## src/hdl/bvse_pkg.sv

```systemverilog
// Shared types, codes and word helpers for the bit vector set engine.
package bvse_pkg;

    localparam int MAX_BITS_DEF = 1024;
    localparam int LEN_W        = 11;
    localparam int LEN_MAX      = (2 ** LEN_W) - 1;

    localparam logic [31:0] POP_M3 = 32'h7777_7777;
    localparam logic [31:0] POP_M4 = 32'h0F0F_0F0F;

    typedef logic [LEN_W-1:0] t_len;

    typedef enum logic [3:0] {
        F_TEST    = 4'd0,
        F_SET     = 4'd1,
        F_CLEAR   = 4'd2,
        F_WRITE   = 4'd3,
        F_AND     = 4'd4,
        F_ANDNOT  = 4'd5,
        F_OR      = 4'd6,
        F_XOR     = 4'd7,
        F_COMPARE = 4'd8,
        F_ZERO    = 4'd9,
        F_ONES    = 4'd10,
        F_COUNT   = 4'd11,
        F_FIRST   = 4'd12,
        F_LAST    = 4'd13,
        F_HASH    = 4'd14
    } t_func;

    typedef enum logic [2:0] {
        S_CLEAR,
        S_IDLE,
        S_WORD,
        S_FILL,
        S_SCAN,
        S_DONE
    } t_state;

    typedef struct packed {
        logic [3:0]  func;
        logic [9:0]  bit_index;
        logic [4:0]  word_index;
        logic [31:0] operand_word;
    } t_cmd;

    typedef struct packed {
        logic [31:0] result_value;
        logic        flag;
        logic        range_error;
    } t_rsp;

    // Population count of one word, nibble method then byte sum.
    function automatic logic [5:0] pop32(input logic [31:0] x);
        logic [31:0] v;
        logic [31:0] n;
        logic [7:0]  s;
        v = x;
        n = (v >> 1) & POP_M3;
        v = v - n;
        n = (n >> 1) & POP_M3;
        v = v - n;
        n = (n >> 1) & POP_M3;
        v = v - n;
        v = (v + (v >> 4)) & POP_M4;
        s = v[7:0] + v[15:8] + v[23:16] + v[31:24];
        return s[5:0];
    endfunction

    // Position of the lowest set bit.
    function automatic logic [4:0] ffs32(input logic [31:0] x);
        logic [4:0] r;
        r = '0;
        for (int i = 31; i >= 0; i--) begin
            if (x[i]) begin
                r = 5'(i);
            end
        end
        return r;
    endfunction

    // Position of the highest set bit.
    function automatic logic [4:0] fls32(input logic [31:0] x);
        logic [4:0] r;
        r = '0;
        for (int i = 0; i < 32; i++) begin
            if (x[i]) begin
                r = 5'(i);
            end
        end
        return r;
    endfunction

    // Low n bits set; n is nonzero where used.
    function automatic logic [31:0] tail_mask(input logic [4:0] n);
        return (32'd1 << n) - 32'd1;
    endfunction

endpackage

```

## src/hdl/bvse_chan.sv

```systemverilog
// Valid/ready channel carrying one payload of a given type.
interface bvse_chan #(
    parameter type T = logic
);
    logic valid;
    logic ready;
    T     data;

    modport source (output valid, output data, input ready);
    modport sink   (input valid, input data, output ready);
endinterface

```

## src/hdl/bit_vector_set_engine_unit.sv

```systemverilog
// Top level of the bit vector set engine: word store, sequencer and response register.
//
//  port    | dir | payload                                        | request moves
//  --------+-----+------------------------------------------------+---------------------
//  i_cmd   | in  | func, bit_index, word_index, operand_word      | one command
//  o_rsp   | out | result_value, flag, range_error                 | one result
//  i_cfg   | in  | length_bits                                     | one register write
//
//  Test, set, clear and word commands do one memory read, then modify and write back; test and
//  compare write nothing back. Count, first, last and hash read the ceil(length/32) words in use,
//  one stored word per cycle through the single read port. Zero and ones write all MAX_BITS/32
//  stored words (rounded up), one write a cycle.
//  After reset a clearing pass writes zeros over all MAX_BITS/32 words (rounded up), i_cmd.ready
//  low meanwhile; i_cfg is taken at any time. A stalled result holds in the output register and
//  the sequencer waits in its last state until that register frees.
module bit_vector_set_engine_unit #(
    parameter int MAX_BITS = bvse_pkg::MAX_BITS_DEF
) (
    input  logic     i_clk,
    input  logic     i_rst_n,
    bvse_chan.sink   i_cmd,
    bvse_chan.source o_rsp,
    bvse_chan.sink   i_cfg
);

    localparam int StoreWords = (MAX_BITS + 31) / 32;
    localparam int AW         = (StoreWords > 1) ? $clog2(StoreWords) : 1;
    localparam int CW         = AW + 1;
    localparam int LenCap     = (MAX_BITS > bvse_pkg::LEN_MAX) ? bvse_pkg::LEN_MAX : MAX_BITS;
    localparam int LW         = bvse_pkg::LEN_W;

    logic [31:0]       r_mem [StoreWords];
    logic [31:0]       r_rd_data;

    bvse_pkg::t_state  r_state, n_state;
    bvse_pkg::t_len    r_len;
    bvse_pkg::t_func   r_func, n_func;
    logic [4:0]        r_bpos, n_bpos;
    logic [31:0]       r_op, n_op;
    logic [AW-1:0]     r_addr, n_addr;
    logic              r_err, n_err;
    logic [CW-1:0]     r_idx, n_idx;
    logic              r_pv, n_pv;
    logic [CW-1:0]     r_pidx, n_pidx;
    logic [31:0]       r_acc, n_acc;
    logic              r_flag, n_flag;
    logic              r_fill, n_fill;
    logic              r_rsp_valid;
    bvse_pkg::t_rsp    r_rsp, n_rsp;

    logic              rd_en, wr_en, load_rsp, slot_free;
    logic [AW-1:0]     rd_addr, wr_addr;
    logic [31:0]       wr_data;

    bvse_pkg::t_len    eff_len;
    logic [LW:0]       len_up;
    logic [CW-1:0]     nw;
    logic              tail_any;
    bvse_pkg::t_cmd    cmd;
    bvse_pkg::t_func   cmd_func;

    logic              word_tail;
    logic [31:0]       word_mask, bit_mask, word_new;
    logic              word_flag, word_we;

    logic              scan_tail;
    logic [31:0]       scan_mask, scan_dm, scan_base;

    assign eff_len  = (r_len > LW'(LenCap)) ? LW'(LenCap) : r_len;
    assign len_up   = {1'b0, eff_len} + (LW + 1)'(31);
    assign nw       = CW'(len_up[LW:5]);
    assign tail_any = (eff_len[4:0] != 5'd0);

    assign cmd      = i_cmd.data;
    assign cmd_func = bvse_pkg::t_func'(cmd.func);

    assign slot_free = !r_rsp_valid || o_rsp.ready;

    assign i_cmd.ready = (r_state == bvse_pkg::S_IDLE);
    assign i_cfg.ready = 1'b1;
    assign o_rsp.valid = r_rsp_valid;
    assign o_rsp.data  = r_rsp;

    // Single word read-modify-write datapath
    assign word_tail = tail_any && (32'(r_addr) == 32'(eff_len[LW-1:5]));
    assign word_mask = word_tail ? bvse_pkg::tail_mask(eff_len[4:0]) : '1;
    assign bit_mask  = 32'd1 << r_bpos;

    always_comb begin
        word_new  = r_rd_data;
        word_flag = 1'b0;
        word_we   = 1'b0;
        unique case (r_func) inside
            bvse_pkg::F_TEST: begin
                word_flag = r_rd_data[r_bpos];
            end
            bvse_pkg::F_SET: begin
                word_new = r_rd_data | bit_mask;
                word_we  = 1'b1;
            end
            bvse_pkg::F_CLEAR: begin
                word_new = r_rd_data & ~bit_mask;
                word_we  = 1'b1;
            end
            bvse_pkg::F_WRITE: begin
                word_new = r_op;
                word_we  = 1'b1;
            end
            bvse_pkg::F_AND: begin
                word_new = r_rd_data & r_op;
                word_we  = 1'b1;
            end
            bvse_pkg::F_ANDNOT: begin
                word_new = r_rd_data & ~r_op;
                word_we  = 1'b1;
            end
            bvse_pkg::F_OR: begin
                word_new = r_rd_data | r_op;
                word_we  = 1'b1;
            end
            bvse_pkg::F_XOR: begin
                word_new = r_rd_data ^ r_op;
                word_we  = 1'b1;
            end
            bvse_pkg::F_COMPARE: begin
                word_flag = (((r_rd_data ^ r_op) & word_mask) == 32'd0);
            end
            default: begin
                word_new = r_rd_data;
            end
        endcase
    end

    // Scan datapath: word r_pidx arrives in r_rd_data
    assign scan_tail = tail_any && (32'(r_pidx) == 32'(eff_len[LW-1:5]));
    assign scan_mask = scan_tail ? bvse_pkg::tail_mask(eff_len[4:0]) : '1;
    assign scan_dm   = r_rd_data & scan_mask;
    assign scan_base = 32'(r_pidx) << 5;

    always_comb begin
        n_state  = r_state;
        n_func   = r_func;
        n_bpos   = r_bpos;
        n_op     = r_op;
        n_addr   = r_addr;
        n_err    = r_err;
        n_idx    = r_idx;
        n_pv     = 1'b0;
        n_pidx   = r_pidx;
        n_acc    = r_acc;
        n_flag   = r_flag;
        n_fill   = r_fill;
        n_rsp    = '0;
        load_rsp = 1'b0;
        rd_en    = 1'b0;
        rd_addr  = r_addr;
        wr_en    = 1'b0;
        wr_addr  = r_addr;
        wr_data  = word_new;

        unique case (r_state) inside
            bvse_pkg::S_CLEAR, bvse_pkg::S_FILL: begin
                wr_en   = 1'b1;
                wr_addr = r_idx[AW-1:0];
                wr_data = {32{r_fill}};
                n_idx   = r_idx + CW'(1);
                if (r_idx[AW-1:0] == AW'(StoreWords - 1)) begin
                    n_state = (r_state == bvse_pkg::S_CLEAR) ? bvse_pkg::S_IDLE
                                                             : bvse_pkg::S_DONE;
                end
            end

            bvse_pkg::S_IDLE: begin
                if (i_cmd.valid) begin
                    n_func = cmd_func;
                    n_bpos = cmd.bit_index[4:0];
                    n_op   = cmd.operand_word;
                    n_idx  = '0;
                    n_err  = 1'b0;
                    n_flag = 1'b0;
                    n_acc  = '0;
                    n_fill = 1'b0;
                    unique case (cmd_func) inside
                        [bvse_pkg::F_TEST:bvse_pkg::F_CLEAR]: begin
                            n_err   = ({1'b0, cmd.bit_index} >= eff_len);
                            n_addr  = AW'(cmd.bit_index[9:5]);
                            rd_en   = 1'b1;
                            rd_addr = n_addr;
                            n_state = bvse_pkg::S_WORD;
                        end
                        [bvse_pkg::F_WRITE:bvse_pkg::F_COMPARE]: begin
                            n_err   = (32'(cmd.word_index) >= 32'(nw));
                            n_addr  = AW'(cmd.word_index);
                            rd_en   = 1'b1;
                            rd_addr = n_addr;
                            n_state = bvse_pkg::S_WORD;
                        end
                        bvse_pkg::F_ZERO, bvse_pkg::F_ONES: begin
                            n_fill  = (cmd_func == bvse_pkg::F_ONES);
                            n_state = bvse_pkg::S_FILL;
                        end
                        bvse_pkg::F_FIRST, bvse_pkg::F_LAST: begin
                            n_acc   = '1;
                            n_state = bvse_pkg::S_SCAN;
                        end
                        bvse_pkg::F_COUNT, bvse_pkg::F_HASH: begin
                            n_state = bvse_pkg::S_SCAN;
                        end
                        default: begin
                            n_state = bvse_pkg::S_DONE;
                        end
                    endcase
                end
            end

            bvse_pkg::S_WORD: begin
                // keep the read on the same word so its data holds across a stall
                rd_en   = 1'b1;
                rd_addr = r_addr;
                if (slot_free) begin
                    wr_en              = word_we && !r_err;
                    wr_addr            = r_addr;
                    wr_data            = word_new;
                    load_rsp           = 1'b1;
                    n_rsp.result_value = '0;
                    n_rsp.flag         = word_flag && !r_err;
                    n_rsp.range_error  = r_err;
                    n_state            = bvse_pkg::S_IDLE;
                end
            end

            bvse_pkg::S_SCAN: begin
                if (r_idx != nw) begin
                    rd_en   = 1'b1;
                    rd_addr = r_idx[AW-1:0];
                    n_idx   = r_idx + CW'(1);
                    n_pv    = 1'b1;
                    n_pidx  = r_idx;
                end else if (!r_pv) begin
                    n_state = bvse_pkg::S_DONE;
                end
                if (r_pv) begin
                    case (r_func)
                        bvse_pkg::F_COUNT: begin
                            n_acc = r_acc + 32'(bvse_pkg::pop32(scan_dm));
                        end
                        bvse_pkg::F_FIRST: begin
                            if (!r_flag && scan_dm != 32'd0) begin
                                n_acc  = scan_base | 32'(bvse_pkg::ffs32(scan_dm));
                                n_flag = 1'b1;
                            end
                        end
                        bvse_pkg::F_LAST: begin
                            if (scan_dm != 32'd0) begin
                                n_acc  = scan_base | 32'(bvse_pkg::fls32(scan_dm));
                                n_flag = 1'b1;
                            end
                        end
                        bvse_pkg::F_HASH: begin
                            if (scan_tail) begin
                                n_acc = r_acc ^ scan_dm ^ 32'(eff_len);
                            end else begin
                                n_acc = (r_acc ^ r_rd_data) << 1;
                            end
                        end
                        default: begin
                            n_acc = r_acc;
                        end
                    endcase
                end
            end

            bvse_pkg::S_DONE: begin
                if (slot_free) begin
                    load_rsp           = 1'b1;
                    n_rsp.result_value = r_acc;
                    n_rsp.flag         = r_flag;
                    n_rsp.range_error  = r_err;
                    n_state            = bvse_pkg::S_IDLE;
                end
            end

            default: begin
                n_state = bvse_pkg::S_IDLE;
            end
        endcase
    end

    // Word store: one write port, one registered read port
    always_ff @(posedge i_clk) begin
        if (wr_en) begin
            r_mem[wr_addr] <= wr_data;
        end
        if (rd_en) begin
            r_rd_data <= r_mem[rd_addr];
        end
    end

    always_ff @(posedge i_clk) begin
        if (!i_rst_n) begin
            r_state     <= bvse_pkg::S_CLEAR;
            r_len       <= LW'(LenCap);
            r_idx       <= '0;
            r_pv        <= 1'b0;
            r_fill      <= 1'b0;
            r_rsp_valid <= 1'b0;
        end else begin
            r_state <= n_state;
            r_idx   <= n_idx;
            r_pv    <= n_pv;
            r_fill  <= n_fill;
            if (i_cfg.valid) begin
                r_len <= i_cfg.data;
            end
            if (load_rsp) begin
                r_rsp_valid <= 1'b1;
            end else if (o_rsp.ready) begin
                r_rsp_valid <= 1'b0;
            end
        end
    end

    // Payload and accumulators
    always_ff @(posedge i_clk) begin
        r_func <= n_func;
        r_bpos <= n_bpos;
        r_op   <= n_op;
        r_addr <= n_addr;
        r_err  <= n_err;
        r_pidx <= n_pidx;
        r_acc  <= n_acc;
        r_flag <= n_flag;
        if (load_rsp) begin
            r_rsp <= n_rsp;
        end
    end

endmodule
```

## src/flat_wrapper.sv

```systemverilog
// flat-port wrapper written by rule: the top's interface ports become plain ports
module bit_vector_set_engine_unit_flat 
#(
    parameter int MAX_BITS = bvse_pkg::MAX_BITS_DEF
)
  (i_clk, i_rst_n, i_cmd_valid, i_cmd_data, i_cmd_ready, o_rsp_valid, o_rsp_data, o_rsp_ready, i_cfg_valid, i_cfg_data, i_cfg_ready);
  bvse_chan i_cmd_i ();
  bvse_chan o_rsp_i ();
  bvse_chan i_cfg_i ();
  input  logic i_clk;
  input  logic i_rst_n;
  input wire logic [$bits(i_cmd_i.valid)-1:0] i_cmd_valid;
  input wire logic [$bits(i_cmd_i.data)-1:0] i_cmd_data;
  output wire logic [$bits(i_cmd_i.ready)-1:0] i_cmd_ready;
  output wire logic [$bits(o_rsp_i.valid)-1:0] o_rsp_valid;
  output wire logic [$bits(o_rsp_i.data)-1:0] o_rsp_data;
  input wire logic [$bits(o_rsp_i.ready)-1:0] o_rsp_ready;
  input wire logic [$bits(i_cfg_i.valid)-1:0] i_cfg_valid;
  input wire logic [$bits(i_cfg_i.data)-1:0] i_cfg_data;
  output wire logic [$bits(i_cfg_i.ready)-1:0] i_cfg_ready;
  assign i_cmd_i.valid = i_cmd_valid;
  assign i_cmd_i.data = i_cmd_data;
  assign i_cmd_ready = i_cmd_i.ready;
  assign o_rsp_valid = o_rsp_i.valid;
  assign o_rsp_data = o_rsp_i.data;
  assign o_rsp_i.ready = o_rsp_ready;
  assign i_cfg_i.valid = i_cfg_valid;
  assign i_cfg_i.data = i_cfg_data;
  assign i_cfg_ready = i_cfg_i.ready;
  bit_vector_set_engine_unit #(.MAX_BITS(MAX_BITS)) u_core (.i_clk(i_clk), .i_rst_n(i_rst_n), .i_cmd(i_cmd_i), .o_rsp(o_rsp_i), .i_cfg(i_cfg_i));
endmodule
```

## config.mk

```make
export PLATFORM = sky130hd
export DESIGN_NAME = bit_vector_set_engine_unit_flat
export DESIGN_NICKNAME = d
export VERILOG_FILES = /design/src/hdl/bvse_pkg.sv /design/src/hdl/bvse_chan.sv /design/src/hdl/bit_vector_set_engine_unit.sv /design/src/flat_wrapper.sv
export SDC_FILE = /design/constraint.sdc
export NUM_CORES = 1
export LEC_CHECK = 0
export BUFFER_PORTS_ARGS = -buffer_cell sky130_fd_sc_hd__buf_2
export CORE_UTILIZATION = 50
export CTS_CLUSTER_DIAMETER = 150
export CTS_CLUSTER_SIZE = 14
export DETAILED_ROUTE_END_ITERATION = 7
export GPL_TIMING_DRIVEN = 0
export PLACE_DENSITY = 0.73
export SYNTH_ARGS = -nofsm -noshare
export SYNTH_HDL_FRONTEND = slang
export SYNTH_SLANG_ARGS = --single-unit
```

## constraint.sdc

```tcl
create_clock -name i_clk -period 1.6 [get_ports i_clk]
set_clock_uncertainty 0.2 [all_clocks]
set_input_delay 0.24 -clock i_clk [delete_from_list [all_inputs] [get_ports i_clk]]
set_output_delay 0.24 -clock i_clk [all_outputs]
set_load 0.01 [all_outputs]
```

==> Word-level counts from Yosys, hierarchy flattened <==
Cells that the tools add are included.
W data, S select, Z words.
{ "word_totals": {"register_bits": 15, "input_bits": 7, "out_inout_bits": 4, "word_cells": 54} }
{ "classes": {"n_addsub": 2, "magnitude_cmp": 2, "n_eq_ne": 13, "muxes": 19, "reduce_logical": 11} }
{ "op_table": {"columns": ["operator", "n"], "rows": [
  ["$mux W3", 6],
  ["$pmux W6 S3", 1],
  ["$mux W6", 2],
  ["$pmux W3 S4", 1],
  ["$add A11 B5 Y11 const B", 1],
  ["$ge A1 B11 Y1 const A", 1],
  ["$gt A11 B11 Y1 const B", 1],
  ["$mux W11", 1],
  ["$ne A2 B2 Y1 const B", 4],
  ["$mux W1", 7],
  ["$add A6 B1 Y6 const B", 1],
  ["$eq A3 B2 Y1 const B", 2],
  ["$eq A3 B3 Y1 const B", 2],
  ["$ne A6 B6 Y1", 1],
  ["$eq A5 B5 Y1 const B", 1],
  ["$reduce_and A5 Y1", 1],
  ["$ne A2 B1 Y1 const B", 2],
  ["$reduce_and A2 Y1", 2],
  ["$reduce_or A2 Y1", 2],
  ["$eq A3 B1 Y1 const B", 1],
  ["$logic_not A3 Y1", 1],
  ["$reduce_and A3 Y1", 1],
  ["$reduce_bool A3 Y1", 1],
  ["$pmux W1 S2", 1],
  ["3 further kinds", 3]
]} }

==> Longest topological paths before layout <==
{ "logic_depth": {"ltp_word": 6, "mapped_depth": 6, "depth_no_buf": 6} }

==> Worst setup path before layout <==
OpenSTA, ideal clock, no wires.
{ "synth_path": {"kind": "reg-to-reg", "start": "register u_core.r_idx[0]", "end": "register u_core.r_state[0]", "setup_ps": 116, "arrival_time_ps": 1410, "required_time_ps": 1284, "setup_slack_ps": -126, "stages_incl_launch_ff": 7, "n_path_buf": 0, "synth_period_minus_slack_ps": 1726, "path_cell_list": "dfxtp_1 > ha_1 > and3_2 > ha_1 > o21ai_0 > o21ai_0 > o211a_1"} }
{ "synth_between": {"elab_chain_len": 3, "word_cells_on_any_way": 5, "cone_classes": "eq/ne (4); reduce/logical (1)"} }
{ "synth_rtl": {"columns": ["item", "line", "rtl"], "rows": [
  ["from (decl)", "bit_vector_set_engine_unit.sv:42", "logic [CW-1:0] r_idx, n_idx;"],
  ["from (signal assigned)", "bit_vector_set_engine_unit.sv:309", "r_idx <= n_idx;"],
  ["$ne A6 B6 Y1 or $eq A5 B5 Y1 (tied branches)", "bit_vector_set_engine_unit.sv:233, bit_vector_set_engine_unit.sv:167", null],
  ["$ne A2 B2 Y1 (no source line) or $ne A2 B1 Y1 (tied branches)", null, null],
  ["$reduce_and A5 Y1 (no source line) (*)", null, null],
  ["to (signal assigned)", "bit_vector_set_engine_unit.sv:301", "r_state <= bvse_pkg::S_CLEAR;"],
  ["to (signal assigned)", "bit_vector_set_engine_unit.sv:308", "r_state <= n_state;"],
  ["to (decl)", "bit_vector_set_engine_unit.sv:35", "bvse_pkg::t_state r_state, n_state;"]
]} }
Every way passes the cells marked *; elsewhere a longest branch is shown, timed or not.
A chain may end at the register's enable or synchronous reset.

==> Worst setup path in the final report <==
{ "layout_path": {"start": "register u_core.r_state[0]", "end": "output i_cmd_ready"} }
{ "layout_between": {"elab_chain_len": 1} }
{ "layout_rtl": {"columns": ["item", "line", "rtl"], "rows": [
  ["$eq A3 B1 Y1", "bit_vector_set_engine_unit.sv:79", "assign i_cmd.ready = (r_state == bvse_pkg::S_IDLE);"],
  ["to (decl)", "flat_wrapper.sv:14", "output wire logic [$bits(i_cmd_i.ready)-1:0] i_cmd_ready;"]
]} }
Every way passes these cells.

==> qor.yml <==
status: "complete, but fails checks"
violations: "setup timing"
fp.dieW_um: 44.9
wl_per_cell_um: 14.2
worstSetupStartpointType: "register"
fin_nets: 130
grt_pass1_wl_mm: 3.15
clk_pin_slew_ns: 0.09
filler_cell_count: 162
grt_max_degree: 11
arrival_ns: 1.26
via_per_inst: 5.41
via_count: 785
synth.most_common_cell: "dfxtp_1"
hp-class: "in2reg"
synth_commonest_cells: "13 x dfxtp_1, 8 x nor2_1, 7 x nand2_1"
cts_made_buffers: 3
htreeDepth: 1
cts.sinks: 15
cp_data_required_time_ns: 1.16
tritoncts: "yes"
antenna_found_initial: 0
setup_tns_ns: -0.382
async_flop_share_pct: 0
syn_area_um2: 918
ant_nets: 0
dpl.hpwl_mm: 1.27
crit_path_end_kind: "primary output"
clk_latency_ns: 0.28
synth-main-ff-cell: "dfxtp_1"
start_util_pct: 53.2
yosys-top-cells-area: "dfxtp_1 28%, edfxtp_1 6.5%, buf_6 6.1%, nor2_1 3.3%, xnor2_4 3.0%"
drv_cap: 0
cts_buffer_depth: 2
r2r_start: "u_core.r_idx[4]$_SDFFE_PN0P_"
die_area_um2: 2010
finalCritPeriodShare_pct: 106
grt_pass1_vias: 730
syn_inst: 98
register_area_um2: 333
yosys_register_bits: 15
ctsRootBufferMaster: "clkbuf_4"
path_class: "reg2out"
endpoint: "i_cmd_ready"
ir_drop_mv: 0.506
io_buffer_count: 7
cp-startpoint: "u_core.r_state[0]$_SDFFE_PN0P_"
wl_mm: 2.06
synth.yosys.seq_area_share_pct: 34.9
power_density_nw_per_um2: 629
pin_count: 11
r2r_cells: 5
rsz0062_at_grt: "true"
drive_above_1_share_pct: 41.7
layout_min_cycle_time_ns: 1.70
hold_violations: 0
n_antenna_cell: 0
core_um2: 1730
fin_hold_ws_ns: 0.0156
area_growth_pct: 26.7
clock.fmax_ghz: 0.587
drtIter0Drc: 14
syn_nets: 107
multi_input_area_um2: 569
finalSetupViolCount: 7
leakage_nw: 0.481
avgSynthCellArea_um2: 9.37
num_rows: 15
drc_errors: 0
r2r_end: "u_core.r_state[0]$_SDFFE_PN0P_"
first_pass_iters: 4
grt_overflow_total: 0
synth-edff-count: 2
die_h_um: 44.9
slew_violations: 0
synth_largest_area_cell: "dfxtp_1"
ys_warn_count: 0
worst-path-max-fanout: 3
synth_top_area_share_pct: 28.3
fin_ws_ns: -0.102
rrSetupSlack_ns: -0.07
grt_use_total_pct: 21.7
finalWeightedCongestion: 0.850
yosysUniqueCellTypes: 43
[timing repair]
item                                   in CTS  in global routing
endpoints found under the hold margin       1                  0
setup buffers                               8                  3
hold buffers                                1                  0
resized for setup                          13                  3
pin swaps                                  12                  3
setup endpoints to repair                  10                 11
gates cloned                                0                  0
[critical path, stage by stage (launching register included)]
cell,delay [ns]
dfxtp_1,0.35
inv_1,0.07
or3_4,0.40
inv_4,0.07
buf_6,0.09
[worst min path at each step]
stage	from	end	cells past startpoint
finish	i_rst_n	u_core.r_idx[1]$_SDFFE_PN0P_	3
global route	i_rst_n	u_core.r_idx[0]$_SDFFE_PN0P_	3
CTS	i_rst_n	u_core.r_idx[0]$_SDFFE_PN0P_	3
detailed placement	i_cfg_valid	u_core.r_len[10]$_SDFFE_PN1P_	2
global placement	i_cfg_valid	u_core.r_len[10]$_SDFFE_PN1P_	2
floorplan	i_cfg_valid	u_core.r_len[10]$_SDFFE_PN1P_	1
[metal layers]
layer  part of all wire [%]  up-vias  GRT usage, %  wire length [um]
met5                      0        -             0                 0
met4                    1.0        0          7.27                21
met3                    1.9        4          2.40                39
met2                     53       14          40.3              1100
met1                     44      376          25.8               895
li1                       -      391             -                 -
[report_power, final]
part	internal, mW	switching, mW
sequential	0.393	0.0124
combinational	0.0606	0.0497
clock	0.0968	0.120
total	0.550	0.182
[metrics by stage]
stage / instances / utilization, % / worst slack [ns] / power (mW) / instance area, um2
final: 145 / 67.4 / -0.102 / 0.732 / 1160
after global placement: 130 / 58.1 / -0.0683 / 0.499 / 1000
after global routing: 145 / 67.4 / -0.133 / 0.765 / 1160
after floorplan: 98 / - / -0.000584 / 0.482 / 937
after detailed placement: 130 / 58.1 / -0.0808 / 0.504 / 1000
after CTS: 143 / 66.1 / -0.133 / 0.733 / 1140
[layout by cell type (no fill, tap or decap), drive strengths merged, types with 4 or more instances in the layout]
cell type  Yosys  final
buf            6     23
dfxtp         13     13
nor2          10     10
o21ai         10     10
nand2          8      8
nor2b          4      4
a21oi          4      4
inv            4      4
clkbuf         0      4
[cells by family (layout without fill, tap and decap cells)]
logic type	count (synthesis)	count (layout)	share of synthesized area (%)
mux	3	3	3.41
flops	15	15	34.9
compound gates	24	24	19.1
simple gates	41	41	27.0
fa+ha+maj	2	2	2.72
buf+inv	10	32	8.58
other cells	1	1	0.408
xor+xnor	2	2	3.95
[sequential cells by signal, indices dropped and copies added (netlist names)]
signal              count
u_core.r_state          3
u_core.o_rsp.data       1
u_core.r_pv             1
u_core.r_err            1
u_core.r_idx            6
u_core.r_len            2
u_core.o_rsp.valid      1
[area by class of cell]
type / count / area share (%)
sequential: 15 / 28.6
inverter: 4 / 1.51
clock buffer: 4 / 2.26
multi-input combinational: 73 / 48.9
buffer: 5 / 4.52
timing repair buffer: 19 / 11.5
tap: 25 / 2.69
(Power assumes the default switching activity.)
